[config.mk]
export PLATFORM = sky130hd
export DESIGN_NAME = infix_to_postfix_converter
export DESIGN_NICKNAME = d
export VERILOG_FILES = /design/src/hdl/itp_pkg.sv /design/src/hdl/itp_ctrl.sv /design/src/hdl/itp_dp.sv /design/src/hdl/infix_to_postfix_converter.sv
export SDC_FILE = /design/constraint.sdc
export NUM_CORES = 1
export LEC_CHECK = 0
export BUFFER_PORTS_ARGS = -buffer_cell sky130_fd_sc_hd__buf_2
export CORE_MARGIN = 2
export CORE_UTILIZATION = 40
export DETAILED_ROUTE_END_ITERATION = 8
export PLACE_DENSITY_LB_ADDON = 0.1
export SLEW_MARGIN = 10
export SYNTH_ARGS = -nofsm -noshare
export SYNTH_HDL_FRONTEND = slang
export SYNTH_SLANG_ARGS = --single-unit
[constraint.sdc]
create_clock -name clk -period 3.6 [get_ports clk]
set_input_delay 0.54 -clock clk [delete_from_list [all_inputs] [get_ports clk]]
set_output_delay 0.54 -clock clk [all_outputs]
set_load 0.005 [all_outputs]
[src/hdl/itp_pkg.sv]
// Types, operator codes and priority functions of the infix to postfix converter.
// Shared by the controller, the datapath and the top level. No dependencies.
package itp_pkg;

	localparam logic [7:0] CH_HASH = 8'h23;
	localparam logic [7:0] CH_LPAR = 8'h28;
	localparam logic [7:0] CH_RPAR = 8'h29;
	localparam logic [7:0] CH_ADD  = 8'h2B;
	localparam logic [7:0] CH_SUB  = 8'h2D;
	localparam logic [7:0] CH_MUL  = 8'h2A;
	localparam logic [7:0] CH_DIV  = 8'h2F;
	localparam logic [7:0] CH_MOD  = 8'h25;

	localparam logic [4:0] PRIO_LPAR_IN = 5'd20;
	localparam logic [4:0] PRIO_ADD     = 5'd12;
	localparam logic [4:0] PRIO_MUL     = 5'd13;
	localparam logic [4:0] PRIO_NONE    = 5'd0;

	typedef enum logic [2:0] {
		OP_NONE = 3'd0,
		OP_LPAR = 3'd1,
		OP_ADD  = 3'd2,
		OP_SUB  = 3'd3,
		OP_MUL  = 3'd4,
		OP_DIV  = 3'd5,
		OP_MOD  = 3'd6
	} op_code_t;

	typedef enum logic [1:0] {
		FAULT_NONE = 2'd0,
		FAULT_RPAR = 2'd1,
		FAULT_OVF  = 2'd2
	} fault_t;

	typedef enum logic [1:0] {
		OSEL_NONE = 2'd0,
		OSEL_TOP  = 2'd1,
		OSEL_SYM  = 2'd2
	} osel_t;

	typedef enum logic [1:0] {
		ST_IDLE  = 2'd0,
		ST_EVAL  = 2'd1,
		ST_FETCH = 2'd2
	} state_t;

	typedef struct packed {
		logic       kind;
		logic [7:0] symbol;
	} in_item_t;

	typedef struct packed {
		logic [7:0] out_symbol;
		logic       has_symbol;
		logic       last;
		fault_t     fault;
	} out_item_t;

	typedef struct packed {
		logic   load;
		logic   emit;
		logic   pop;
		logic   push;
		osel_t  osel;
		logic   last;
		fault_t fault;
	} itp_cmd_t;

	typedef struct packed {
		logic flush;
		logic rpar;
		logic operand;
		logic sp_zero;
		logic sp_one;
		logic full;
		logic top_lpar;
		logic yields;
		logic out_free;
	} itp_status_t;

	function automatic op_code_t classify(input logic [7:0] c);
		op_code_t r;
		case (c)
			CH_LPAR: r = OP_LPAR;
			CH_ADD:  r = OP_ADD;
			CH_SUB:  r = OP_SUB;
			CH_MUL:  r = OP_MUL;
			CH_DIV:  r = OP_DIV;
			CH_MOD:  r = OP_MOD;
			default: r = OP_NONE;
		endcase
		return r;
	endfunction

	function automatic logic [7:0] code_char(input op_code_t c);
		logic [7:0] r;
		case (c)
			OP_LPAR: r = CH_LPAR;
			OP_ADD:  r = CH_ADD;
			OP_SUB:  r = CH_SUB;
			OP_MUL:  r = CH_MUL;
			OP_DIV:  r = CH_DIV;
			OP_MOD:  r = CH_MOD;
			default: r = 8'd0;
		endcase
		return r;
	endfunction

	function automatic logic [4:0] code_isp(input op_code_t c);
		logic [4:0] r;
		case (c) inside
			OP_ADD, OP_SUB:         r = PRIO_ADD;
			OP_MUL, OP_DIV, OP_MOD: r = PRIO_MUL;
			default:                r = PRIO_NONE;
		endcase
		return r;
	endfunction

	function automatic logic [4:0] code_icp(input op_code_t c);
		logic [4:0] r;
		case (c) inside
			OP_LPAR:                r = PRIO_LPAR_IN;
			OP_ADD, OP_SUB:         r = PRIO_ADD;
			OP_MUL, OP_DIV, OP_MOD: r = PRIO_MUL;
			default:                r = PRIO_NONE;
		endcase
		return r;
	endfunction

endpackage

[src/hdl/itp_ctrl.sv]
// Controller state machine of the infix to postfix converter.
// Depends on itp_pkg; drives the datapath through itp_cmd_t and reads itp_status_t.
module itp_ctrl (
	input  logic                clk,
	input  logic                arst_n,
	input  logic                in_valid,
	output logic                in_ready,
	input  itp_pkg::itp_status_t st,
	output itp_pkg::itp_cmd_t    cmd
);
	import itp_pkg::*;

	state_t state_q;
	state_t state_next;

	always_ff @(posedge clk or negedge arst_n) begin
		if (!arst_n) begin
			state_q <= ST_IDLE;
		end else begin
			state_q <= state_next;
		end
	end

	always_comb begin
		state_next = state_q;
		case (state_q)
			ST_IDLE: begin
				if (in_valid) begin
					state_next = ST_EVAL;
				end
			end
			ST_FETCH: begin
				state_next = ST_EVAL;
			end
			ST_EVAL: begin
				if (st.flush) begin
					if (st.out_free) begin
						state_next = (st.sp_zero || st.sp_one) ? ST_IDLE : ST_FETCH;
					end
				end else if (st.rpar) begin
					if (st.sp_zero) begin
						if (st.out_free) begin
							state_next = ST_IDLE;
						end
					end else if (st.top_lpar) begin
						state_next = ST_IDLE;
					end else if (st.out_free) begin
						state_next = ST_FETCH;
					end
				end else if (st.operand) begin
					if (st.out_free) begin
						state_next = ST_IDLE;
					end
				end else if (!st.sp_zero && st.yields) begin
					if (st.out_free) begin
						state_next = ST_FETCH;
					end
				end else if (st.full) begin
					if (st.out_free) begin
						state_next = ST_IDLE;
					end
				end else begin
					state_next = ST_IDLE;
				end
			end
			default: begin
				state_next = ST_IDLE;
			end
		endcase
	end

	always_comb begin
		in_ready  = 1'b0;
		cmd       = '0;
		cmd.osel  = OSEL_NONE;
		cmd.fault = FAULT_NONE;
		case (state_q)
			ST_IDLE: begin
				in_ready = 1'b1;
				cmd.load = in_valid;
			end
			ST_EVAL: begin
				if (st.flush) begin
					cmd.emit = st.out_free;
					cmd.pop  = st.out_free && !st.sp_zero;
					cmd.osel = st.sp_zero ? OSEL_NONE : OSEL_TOP;
					cmd.last = st.sp_zero || st.sp_one;
				end else if (st.rpar) begin
					if (st.sp_zero) begin
						cmd.emit  = st.out_free;
						cmd.fault = FAULT_RPAR;
					end else if (st.top_lpar) begin
						cmd.pop = 1'b1;
					end else begin
						cmd.emit = st.out_free;
						cmd.pop  = st.out_free;
						cmd.osel = OSEL_TOP;
					end
				end else if (st.operand) begin
					cmd.emit = st.out_free;
					cmd.osel = OSEL_SYM;
				end else if (!st.sp_zero && st.yields) begin
					cmd.emit = st.out_free;
					cmd.pop  = st.out_free;
					cmd.osel = OSEL_TOP;
				end else if (st.full) begin
					cmd.emit  = st.out_free;
					cmd.fault = FAULT_OVF;
				end else begin
					cmd.push = 1'b1;
				end
			end
			default: begin
				in_ready = 1'b0;
			end
		endcase
	end

endmodule

[src/hdl/itp_dp.sv]
// Datapath of the infix to postfix converter: item register, operator stack
// memory, stack pointer and output register. Depends on itp_pkg.
module itp_dp #(
	parameter int STACK_DEPTH = 32
) (
	input  logic                 clk,
	input  logic                 arst_n,
	input  itp_pkg::in_item_t    in_data,
	input  itp_pkg::itp_cmd_t    cmd,
	output itp_pkg::itp_status_t st,
	output logic                 out_valid,
	input  logic                 out_ready,
	output itp_pkg::out_item_t   out_data
);
	import itp_pkg::*;

	localparam int AW = $clog2(STACK_DEPTH);
	localparam int SW = $clog2(STACK_DEPTH + 1);
	localparam logic [SW-1:0] SP_ONE  = SW'(1);
	localparam logic [SW-1:0] SP_FULL = SW'(STACK_DEPTH);

	op_code_t        mem [STACK_DEPTH];
	op_code_t        top_q;
	logic [SW-1:0]   sp_q;
	logic            kind_q;
	logic [7:0]      sym_q;
	logic            out_valid_q;
	out_item_t       out_q;
	logic [SW-1:0]   sp_dec;
	logic [AW-1:0]   rd_addr;
	logic [AW-1:0]   wr_addr;
	op_code_t        in_code;
	out_item_t       out_next;

	assign sp_dec  = sp_q - SP_ONE;
	assign rd_addr = sp_dec[AW-1:0];
	assign wr_addr = sp_q[AW-1:0];
	assign in_code = classify(sym_q);

	always_ff @(posedge clk) begin
		if (cmd.push) begin
			mem[wr_addr] <= in_code;
		end
		top_q <= mem[rd_addr];
	end

	always_ff @(posedge clk) begin
		if (cmd.load) begin
			kind_q <= in_data.kind;
			sym_q  <= in_data.symbol;
		end
	end

	always_ff @(posedge clk or negedge arst_n) begin
		if (!arst_n) begin
			sp_q <= '0;
		end else if (cmd.pop) begin
			sp_q <= sp_dec;
		end else if (cmd.push) begin
			sp_q <= sp_q + SP_ONE;
		end
	end

	always_comb begin
		out_next            = '0;
		out_next.last       = cmd.last;
		out_next.fault      = cmd.fault;
		out_next.has_symbol = (cmd.osel != OSEL_NONE);
		case (cmd.osel)
			OSEL_TOP: out_next.out_symbol = code_char(top_q);
			OSEL_SYM: out_next.out_symbol = sym_q;
			default:  out_next.out_symbol = 8'd0;
		endcase
	end

	always_ff @(posedge clk or negedge arst_n) begin
		if (!arst_n) begin
			out_valid_q <= 1'b0;
		end else if (cmd.emit) begin
			out_valid_q <= 1'b1;
		end else if (out_ready) begin
			out_valid_q <= 1'b0;
		end
	end

	always_ff @(posedge clk) begin
		if (cmd.emit) begin
			out_q <= out_next;
		end
	end

	always_comb begin
		st.flush    = kind_q || (sym_q == CH_HASH);
		st.rpar     = (sym_q == CH_RPAR);
		st.operand  = (in_code == OP_NONE);
		st.sp_zero  = (sp_q == '0);
		st.sp_one   = (sp_q == SP_ONE);
		st.full     = (sp_q >= SP_FULL);
		st.top_lpar = (top_q == OP_LPAR);
		st.yields   = (code_icp(in_code) <= code_isp(top_q));
		st.out_free = !out_valid_q || out_ready;
	end

	assign out_valid = out_valid_q;
	assign out_data  = out_q;

endmodule

[src/hdl/infix_to_postfix_converter.sv]
// Each item is loaded in IDLE and evaluated in EVAL; every operator that it releases to the
// output is popped in EVAL, and FETCH then waits for the registered stack memory read port
// before EVAL runs again. A flush pops the whole stack in the same loop. Output stalls hold
// EVAL. A new item is taken only in IDLE, after the last one is through.
// Reset clears the stack pointer to zero (empty stack) and the output valid;
// stack entries are not cleared.
// Top level: joins itp_ctrl and itp_dp. Depends on itp_pkg.
module infix_to_postfix_converter #(
	parameter int STACK_DEPTH = 32
) (
	input  logic               clk,
	input  logic               arst_n,
	input  logic               in_valid,
	output logic               in_ready,
	input  itp_pkg::in_item_t  in_data,
	output logic               out_valid,
	input  logic               out_ready,
	output itp_pkg::out_item_t out_data
);
	import itp_pkg::*;

	itp_cmd_t    cmd;
	itp_status_t st;

	itp_ctrl u_ctrl (
		.clk      (clk),
		.arst_n   (arst_n),
		.in_valid (in_valid),
		.in_ready (in_ready),
		.st       (st),
		.cmd      (cmd)
	);

	itp_dp #(
		.STACK_DEPTH (STACK_DEPTH)
	) u_dp (
		.clk       (clk),
		.arst_n    (arst_n),
		.in_data   (in_data),
		.cmd       (cmd),
		.st        (st),
		.out_valid (out_valid),
		.out_ready (out_ready),
		.out_data  (out_data)
	);

endmodule

==> flow_summary_export.csv, run 1 <==
group,metric,value,unit
run_status,status,"complete, no violations",
worst_setup_path,cp_slowest_cell,"nor4b_4",
global_routing,grt_pass1_wl,19.2,mm
power_and_ir_drop,total_power,5.33,mW
synthesis,yosysWarningCount,0,
timing,fmax,301,MHz
finish,fillers,1244,
finish,layout-drive-gt1-share,0.288,
synthesis,syn_area_per_cell,15.9,µm²
finish,seq_area,3800,µm²
floorplanning,initial_core_util,0.407,
worst_setup_path,path_delay_family,"simple AND/OR/NAND/NOR gates",
hold_path,min_path_cells,1,
routing,drtPass1Iterations,4,
global_routing,overflow,0,
routing,wirelength,11.8,mm
synthesis,async_flop_share,0.0698,
synthesis,yosys.cell_types.count,58,
worst_setup_path,worstPathArrival,3420,ps
finish,final_nets,440,
synthesis,yosys.area_share.simple,0.104,
global_routing,grt_pass1_vias,3410,
clocking,root_buffer,"clkbuf_16",
synthesis,synth-seq-area-share,0.647,
worst_setup_path,worst_ep_required_time,3700,ps
clocking,cts_tree,"yes",
place,place_hpwl,7.87,mm
synthesis,synth_top_family_by_area,"multiplexers",
synthesis,synth_cells,369,
timing,period_share,0.922,
global_routing,antenna_found_initial,0,
routing,antenna_left,0,
clocking,clock_path_buffers,2,
worst_setup_path,ff2ff_path_depth,10,
routing,drtIter0Drc,271,
worst_setup_path,slowest_delay,430,ps
hold_path,min_from,"in_data[3]",
floorplanning,die_area,15700,µm²
worst_setup_path,r2r-end,"u_dp.mem[25][1]$_DFFE_PP_",
place,gp_congestion,0.817,
routing,viasPerCell,5.36,
global_routing,grt_max_degree,33,
floorplanning,io_pins,27,
power_and_ir_drop,p_leak,2.25,nW
synthesis,synth.area.mux_share,0.126,
worst_setup_path,criticalPathCategory,"reg2reg",
worst_setup_path,path_max_fanout,5,
worst_setup_path,reg2reg_from,"u_dp.sym_q[7]$_DFFE_PP_",
synthesis,syn-cell-area,5870,µm²
synthesis,synth_nets,393,
flow_run,maxCapViolations,0,
worst_setup_path,path_buf_inv,1,
timing,slew_headroom,0.561,
timing,worstMarginPinSlew,658,ps
worst_setup_path,end_kind,"register",
finish,area_growth,16.2,%
place,io_buffers,26,
timing,fin_hold_ws,296,ps
worst_setup_path,crit_path_cell_trace,"nor4b_4 > o21ai_1 > a21oi_1 > ha_1 > nand3_1 > o21ai_0 > o211ai_2 > nand4_1 > buf_4 > nor2_1",
timing,hold_viol,0,
synthesis,synth_edf_count,117,
finish,n_antenna_cell,0,
clocking,path_clk_slew,50,ps
floorplanning,die_h,125,µm
floorplanning,die_w,125,µm
timing,slew_violations,0,
timing,finClkSkew,8.32,ps
synthesis,yosys_register_bits,129,
finish,multi_input_area,1910,µm²
timing,finalSetupTns,0,ps
clocking,clkLatencyLatePin,420,ps
synthesis,synth_xor_area_frac,0.0164,
clocking,cts_buffers,17,
synthesis,synth_ff_type,"edfxtp_1",
floorplanning,core-area,14400,µm²
routing,routedWlPerCell,19.3,µm
synthesis,synth_compound_area_frac,0.0509,
finish,final_util,0.473,
power_and_ir_drop,p_per_area,782,nW/µm²
worst_setup_path,worstSetupStartpointType,"register",
hold_path,hold_class,"in2reg",
timing,setup_violations,0,
floorplanning,rows,44,
routing,dr_total_vias,3273,
routing,drc_errors,0,
global_routing,grt_use_total,0.164,
clocking,cts_sinks,129,
worst_setup_path,r2r_slack,280,ps
synthesis,synth-adder-area-share,0.0234,
power_and_ir_drop,ir_drop,0.397,mV
hold_path,min_to,"u_dp.sym_q[3]$_DFFE_PP_",
timing,min_period,3320,ps
clocking,htreeDepth,4,
timing,grt_setup_unrepaired,"no",
metrics by stage:
step	cells	area (µm²)	setup WS, ps
3_5_place_dp	578	6230	111
2_1_floorplan	369	5870	347
3_3_place_gp	578	6230	327
4_1_cts	609	6790	107
6_report	611	6820	282
5_1_grt	611	6820	17.7
power breakdown:
group / switching, mW / internal [mW]
combinational: 0.904 / 0.891
sequential: 0.134 / 1.79
clock: 0.607 / 1.00
what timing repair did:
action,4_1_cts,5_1_grt
setup buffers,0,2
resized for setup,0,4
endpoints found under the hold margin,9,0
hold buffers,1,0
endpoints found under the setup margin,0,27
worst max path at each step:
stage	startpoint	endpoint	slack, ps	cells past startpoint
2_1_floorplan	u_dp.sym_q[7]$_DFFE_PP_	u_dp.out_data[0]$_SDFFCE_PP0P_	350	9
3_3_place_gp	u_dp.sym_q[2]$_DFFE_PP_	u_dp.mem[15][0]$_DFFE_PP_	330	9
3_5_place_dp	u_dp.sym_q[7]$_DFFE_PP_	u_dp.mem[15][2]$_DFFE_PP_	110	8
4_1_cts	u_dp.sym_q[7]$_DFFE_PP_	u_dp.mem[15][2]$_DFFE_PP_	110	8
5_1_grt	u_dp.sym_q[7]$_DFFE_PP_	u_dp.out_data[9]$_DFFE_PP_	20	12
6_report	u_dp.sym_q[7]$_DFFE_PP_	u_dp.mem[25][1]$_DFFE_PP_	280	10
flip-flops by register name, summed over array words and instances (netlist names):
register,cells
u_dp.out_data,12
u_dp.sp_q,6
u_dp.out_valid,1
u_dp.sym_q,8
u_ctrl.state_q,2
u_dp.mem,96
u_dp.top_q,3
u_dp.kind_q,1
placed cells by master (no fill, tap or decap), types with 3 or more instances in the layout:
cell type,count
buf_4,17
buf_2,26
mux4_2,30
nand2_1,16
xnor2_1,4
nor2_1,37
nand2b_1,4
clkinv_4,3
o21ai_0,8
edfxtp_1,117
clkinv_1,3
and3_1,3
and2_1,4
o211ai_1,3
nand3_1,8
or3_1,3
dfxtp_1,3
inv_1,12
xor2_1,7
a22oi_1,3
dfrtp_1,8
mux2_2,4
or3_2,3
ha_1,11
clkbuf_16,17
nand4_1,6
nor2b_1,8
nor3_1,7
Yosys cell counts (3+ instances only):
master    number  area (µm²)
edfxtp_1     117        3510
nor2_1        37         139
mux4_2        30         676
nand2_1       16        60.1
inv_1         12        45.0
ha_1          11         138
dfrtp_1        9         225
nor2b_1        9        56.3
nor3_1         9        45.0
nand3_1        8        40.0
o21ai_0        8        40.0
clkbuf_1       7        26.3
xor2_1         7        61.3
nand4_1        6        37.5
and2_1         4        25.0
mux2_2         4        45.0
nand2b_1       4        25.0
xnor2_1        4        35.0
a21oi_1        3        15.0
a22oi_1        3        22.5
and3_1         3        18.8
clkbuf_8       3        41.3
dfxtp_1        3        60.1
o211ai_1       3        22.5
or3_1          3        18.8
or3_2          3        22.5
per-layer routing:
layer	global-route usage	vias up	routed length, µm
li1	-	1540	-
met1	0.208	1657	5210
met2	0.268	55	5940
met3	0.0462	21	460
met4	0.0608	0	200
met5	0	-	0
layout make-up:
cell class | count | share of cell area
Multi-Input combinational cell | 211 | 0.280
Timing Repair Buffer | 45 | 0.0422
Clock inverter | 11 | 0.0171
Tap cell | 184 | 0.0338
Sequential cell | 129 | 0.557
Inverter | 12 | 0.00661
Clock buffer | 19 | 0.0635
kinds of logic (layout without fill, tap and decap cells):
| kind of cell | after synthesis | count (layout) |
|---|---|---|
| buffers and inverters | 29 | 87 |
| AO/OA/AOI/OAI | 38 | 38 |
| XOR/XNOR | 11 | 11 |
| multiplexers | 36 | 36 |
| adder cells (fa/ha/maj) | 11 | 11 |
| flip-flops | 129 | 129 |
| AND/OR/NAND/NOR | 115 | 115 |
(Power assumes the default switching activity.)
==> inputs of run 2 (changes only) <==
--- a/config.mk
+++ b/config.mk
@@ -6,6 +6,8 @@
 export NUM_CORES = 1
 export LEC_CHECK = 0
 export BUFFER_PORTS_ARGS = -buffer_cell sky130_fd_sc_hd__buf_2
+export CELL_PAD_IN_SITES_DETAIL_PLACEMENT = 2
+export CELL_PAD_IN_SITES_GLOBAL_PLACEMENT = 2
 export CORE_MARGIN = 2
 export CORE_UTILIZATION = 40
 export DETAILED_ROUTE_END_ITERATION = 8
==> run 2 against run 1 <==
- clock power grew 9%
- total power up 4.4%
- fmax down 1.4%
- final cell count stayed put
- first-iteration DRC count is 37% lower
- global-route usage up 3.8 points
- via count grew 3.4%
- sequential power hardly changed
- combinational power grew 5%
- core utilization up 0.18 points
==> flow_summary_export.csv, run 2 (synthesis results as in run 1) <==
group,metric,value,unit
run_status,status,"complete, no violations",
place,place_ws,38.4,ps
worst_setup_path,ff2ff_path_depth,9,
power_and_ir_drop,p_per_area,813,nW/µm²
clocking,postCtsSetupBuffers,0,
power_and_ir_drop,p_leak,2.25,nW
timing,setup_violations,0,
finish,top_register,"u_dp.mem",
power_and_ir_drop,power_frac_comb,0.337,
clocking,path_clk_slew,60,ps
floorplanning,die_w,125,µm
worst_setup_path,criticalPathCategory,"reg2reg",
clocking,clock_path_buffers,2,
timing,finClkSkew,17.1,ps
place,dp_cells,578,
finish,n_antenna_cell,0,
worst_setup_path,r2r_slack,240,ps
finish,layout-drive-gt1-share,0.288,
floorplanning,io_pins,27,
routing,drtIter0Drc,171,
hold_path,hold_class,"in2reg",
hold_path,min_path_cells,1,
floorplanning,die_h,125,µm
timing,min_period,3360,ps
worst_setup_path,cp_slowest_cell,"nand4_2",
clocking,root_buffer,"clkbuf_16",
worst_setup_path,r2r-end,"u_dp.mem[19][2]$_DFFE_PP_",
timing,setup_ws,237,ps
finish,final_nets,438,
place,place_hpwl,9.72,mm
finish,instances_no_fill,611,
worst_setup_path,critPathCapture,"u_dp.mem[19][2]$_DFFE_PP_",
clocking,htreeDepth,4,
power_and_ir_drop,ir_drop,0.455,mV
timing,finalSetupTns,0,ps
routing,dr_total_vias,3383,
worst_setup_path,slowest_delay,470,ps
clocking,cts_sinks,129,
finish,area_growth,16.6,%
worst_setup_path,worstPathArrival,3460,ps
worst_setup_path,worst_ep_required_time,3690,ps
global_routing,grt_use_total,0.201,
worst_setup_path,reg2reg_from,"u_dp.sym_q[7]$_DFFE_PP_",
floorplanning,die_area,15700,µm²
flow_run,maxCapViolations,0,
floorplanning,initial_core_util,0.407,
routing,drc_errors,0,
place,gp_congestion,0.762,
worst_setup_path,end_kind,"register",
global_routing,antenna_found_initial,0,
global_routing,overflow,0,
worst_setup_path,setup.worst_path.start,"u_dp.sym_q[7]$_DFFE_PP_",
floorplanning,rows,44,
place,io_buffers,26,
floorplanning,core-area,14400,µm²
timing,hold_viol,0,
routing,antenna_left,0,
global_routing,grt_pass1_vias,3744,
timing,fmax,297,MHz
power_and_ir_drop,pwr-share-seq,0.347,
clocking,cts_buffers,17,
timing,period_share,0.934,
finish,most-common-layout-cells,"edfxtp_1, nor2_1, mux4_2",
global_routing,grt_max_degree,33,
power_and_ir_drop,power.net_switching,1.82,mW
worst_setup_path,crit_path_cell_trace,"nor4b_4 > o21ai_1 > a21oi_2 > ha_1 > nand3_1 > o21ai_1 > o211ai_2 > nand4_2 > nor2_1",
timing,grt_setup_unrepaired,"no",
global_routing,grt_pass1_wl,23.1,mm
routing,routedWlPerCell,23.9,µm
timing,worstMarginPinSlew,1050,ps
timing,slew_headroom,0.302,
timing,slew_violations,0,
power_and_ir_drop,switching_share,0.327,
clocking,clkLatencyLatePin,430,ps
finish,largest_reg_flops,96,
worst_setup_path,crit_path_frequent_cell,"o21ai_1",
clocking,cts_tree,"yes",
power_and_ir_drop,power.internal,3.74,mW
worst_setup_path,path_max_fanout,9,
routing,drtPass1Iterations,4,
worst_setup_path,worstSetupStartpointType,"register",
routing,viasPerCell,5.54,
power_and_ir_drop,pwr-share-clk,0.316,
finish,mostFrequentLayoutCell,"edfxtp_1",
routing,wirelength,14.6,mm
run 2: final cells by class:
class | count | area, µm²
clock buffer | 19 | 433
clock inverter | 13 | 160
fill | 1359 | 7580
inverter | 12 | 45.0
multi-input combinational | 211 | 1920
sequential | 129 | 3800
tap | 184 | 230
timing repair buffer | 43 | 260
run 2: how the worst min path moves through the flow:
stage / startpoint / to / slack, ps
floorplan: arst_n / u_ctrl.state_q[0]$_DFFE_PN0P_ / 240
global placement: arst_n / u_dp.out_valid$_DFFE_PN0P_ / 440
detailed placement: arst_n / u_dp.sp_q[3]$_DFFE_PN0P_ / 430
CTS: in_data[7] / u_dp.sym_q[7]$_DFFE_PP_ / 280
global route: in_data[7] / u_dp.sym_q[7]$_DFFE_PP_ / 280
finish: in_data[3] / u_dp.sym_q[3]$_DFFE_PP_ / 300
run 2: worst max-delay path: cells and delay by family (launching register included):
family / cells / cell delay (ps)
flops: 1 / 430
compound gates: 4 / 920
simple gates: 4 / 1400
fa+ha+maj: 1 / 290
run 2: timing repair:
| action | CTS | global route |
|---|---|---|
| hold buffers | 1 | 0 |
| hold endpoints to repair | 9 | 0 |
| setup endpoints to repair | 0 | 69 |
| resized for setup | 0 | 6 |
run 2: routing by layer:
layer	share of wire	wire length [µm]	global-route usage	vias up
met5	0	0	0	-
met1	0.43	6200	0.244	1767
met4	0.021	303	0.0725	0
met3	0.038	554	0.0586	17
met2	0.52	7520	0.343	66
li1	-	-	-	1533
run 2: power by group through the flow:
stage                     combinational [mW]  clock [mW]  sequential (mW)
final                                   1.88        1.76             1.93
after global routing                    2.05        1.85             1.96
after CTS                               1.91        1.79             1.93
after detailed placement                1.88           0             1.96
after global placement                  1.83           0             1.95
after floorplan                         1.39           0             1.88
run 2: through the flow:
step / instance area (µm²) / hold WS [ps] / power (mW) / utilization
floorplan: 5870 / 244 / 3.27 / -
detailed placement: 6220 / 431 / 3.84 / 0.431
global placement: 6220 / 436 / 3.78 / 0.431
finish: 6850 / 295 / 5.56 / 0.475
global route: 6850 / 278 / 5.85 / 0.475
CTS: 6820 / 277 / 5.63 / 0.473
==> inputs of run 3 (changes only) <==
--- a/config.mk
+++ b/config.mk
@@ -11,7 +11,7 @@
 export CORE_MARGIN = 2
 export CORE_UTILIZATION = 40
 export DETAILED_ROUTE_END_ITERATION = 8
-export PLACE_DENSITY_LB_ADDON = 0.1
+export PLACE_DENSITY_LB_ADDON = 0.05
 export SLEW_MARGIN = 10
 export SYNTH_ARGS = -nofsm -noshare
 export SYNTH_HDL_FRONTEND = slang
==> run 3 against run 2 <==
- core utilization grew 0.34 points
- first-iteration DRC count grew 34%
- clock skew shrank 6.2 ps
- cell area grew 0.71%
- combinational power is essentially flat
- worst hold slack lost 5.7 ps
- clock-buffer cell count shrank 2
- total power shrank 0.76%
- global-route usage is essentially flat
- critical endpoint is now u_dp.out_data[9]$_DFFE_PP_
- sequential cell count is the same
==> flow_summary_export.csv, run 3 (synthesis results as in run 1) <==
group,metric,value,unit
routing,antenna_left,0,
timing,finalSetupTns,0,ps
timing,hold_viol,0,
timing,worstMarginPinSlew,935,ps
global_routing,grt_pass1_vias,3892,
worst_setup_path,cp_slowest_cell,"edfxtp_1",
finish,top_register,"u_dp.mem",
power_and_ir_drop,power_frac_comb,0.340,
place,place_hpwl,9.58,mm
routing,viasPerCell,5.47,
timing,setup_ws,210,ps
routing,dr_total_vias,3396,
worst_setup_path,worstPathArrival,3570,ps
power_and_ir_drop,total_power,5.52,mW
floorplanning,initial_core_util,0.407,
floorplanning,core-area,14400,µm²
routing,drtIter0Drc,229,
global_routing,antenna_found_initial,0,
hold_path,hold_class,"in2reg",
timing,fmax,295,MHz
place,dp_cells,584,
finish,area_growth,17.4,%
routing,drc_errors,0,
routing,routedWlPerCell,23.8,µm
place,gp_congestion,0.767,
timing,fin_hold_ws,289,ps
clocking,cts_buffers,17,
worst_setup_path,crit_path_frequent_cell,"o21ai_0",
floorplanning,die_area,15700,µm²
timing,slew_violations,0,
global_routing,overflow,0,
clocking,root_buffer,"clkbuf_16",
finish,mostFrequentLayoutCell,"edfxtp_1",
worst_setup_path,crit_path_cell_trace,"nor2b_1 > nor3_1 > o21ai_0 > ha_1 > nand3_1 > o21ai_0 > buf_4 > o21ai_0 > nand3_1 > and3_1 > ha_1 > a32oi_1 > nor2b_1",
clocking,cts_tree,"yes",
flow_run,maxCapViolations,0,
floorplanning,die_w,125,µm
worst_setup_path,path_buf_inv,1,
finish,design_area,6890,µm²
worst_setup_path,path_max_fanout,8,
global_routing,grt_max_degree,33,
floorplanning,rows,44,
power_and_ir_drop,ir_drop,0.455,mV
finish,fillers,1382,
power_and_ir_drop,pwr-share-seq,0.346,
timing,min_period,3390,ps
place,place_ws,212,ps
run_status,status,"complete, no violations",
timing,period_share,0.942,
worst_setup_path,path_delay_family,"simple AND/OR/NAND/NOR gates",
global_routing,grt_use_total,0.201,
worst_setup_path,worstSetupStartpointType,"register",
power_and_ir_drop,switching_share,0.333,
timing,setup_violations,0,
worst_setup_path,worst_ep_required_time,3770,ps
global_routing,gr-usage-met3,0.0432,
floorplanning,io_pins,27,
global_routing,grt_pass1_wl,23.5,mm
clocking,htreeDepth,4,
clocking,clock_path_buffers,2,
power_and_ir_drop,p_leak,2.29,nW
global_routing,grtUsageMet1,0.235,
finish,final_nets,448,
global_routing,met2_usage,0.366,
worst_setup_path,end_kind,"register",
worst_setup_path,criticalPathCategory,"reg2reg",
power_and_ir_drop,p_per_area,801,nW/µm²
clocking,cts_sinks,129,
power_and_ir_drop,power.internal,3.68,mW
finish,n_antenna_cell,0,
power_and_ir_drop,pwr-share-clk,0.314,
finish,largest_reg_flops,96,
place,io_buffers,26,
finish,instances_no_fill,621,
finish,most-common-layout-cells,"edfxtp_1, nor2_1, mux4_2",
finish,layout-drive-gt1-share,0.304,
timing,finClkSkew,10.9,ps
clocking,clkLatencyLatePin,420,ps
global_routing,grt.busiest_layer,"met2",
place,place_area,6270,µm²
timing,slew_headroom,0.372,
routing,drtPass1Iterations,4,
worst_setup_path,slowest_delay,530,ps
power_and_ir_drop,power.net_switching,1.84,mW
finish,final_util,0.478,
routing,wirelength,14.8,mm
clocking,path_clk_slew,60,ps
floorplanning,die_h,125,µm
-- run 3: layout make-up --
class	count	area, µm²	area share
Sequential cell	129	3800	0.551
Tap cell	184	230	0.0334
Inverter	12	45.0	0.00653
Clock inverter	15	159	0.0230
Timing Repair Buffer	53	335	0.0486
Multi-Input combinational cell	211	1900	0.276
Clock buffer	17	425	0.0617
-- run 3: final timing paths --
| check | end | from | slack, ps | cells after the start |
|---|---|---|---|---|
| max in group asynchronous | u_dp.sp_q[3]$_DFFE_PN0P_ | arst_n | 2870 | 2 |
| min reg2reg | u_ctrl.state_q[0]$_DFFE_PN0P_ | u_ctrl.state_q[0]$_DFFE_PN0P_ | 510 | 1 |
| max | u_dp.out_data[9]$_DFFE_PP_ | u_dp.sym_q[2]$_DFFE_PP_ | 210 | 13 |
| min in group asynchronous | u_ctrl.state_q[1]$_DFFE_PN0P_ | arst_n | 530 | 2 |
| max reg2reg | u_dp.out_data[9]$_DFFE_PP_ | u_dp.sym_q[2]$_DFFE_PP_ | 210 | 13 |
| min | u_dp.sym_q[7]$_DFFE_PP_ | in_data[7] | 290 | 1 |
-- run 3: repair_timing --
action,CTS,global route
endpoints found under the setup margin,0,3
hold endpoints to repair,9,0
buffers inserted,0,4
hold buffers,1,0
gates resized for setup,0,1
-- run 3: power by group through the flow --
stage / Combinational [mW] / Sequential (mW) / Clock, mW
5_1_grt: 2.05 / 1.93 / 1.82
3_3_place_gp: 1.83 / 1.93 / 0
4_1_cts: 1.90 / 1.91 / 1.77
2_1_floorplan: 1.39 / 1.88 / 0
6_report: 1.87 / 1.91 / 1.73
3_5_place_dp: 1.86 / 1.94 / 0
-- run 3: layer usage --
| metal | wire, µm | up-vias |
|---|---|---|
| met5 | 0 | - |
| met4 | 326 | 0 |
| met3 | 470 | 18 |
| met2 | 8020 | 69 |
| met1 | 5990 | 1758 |
| li1 | - | 1551 |
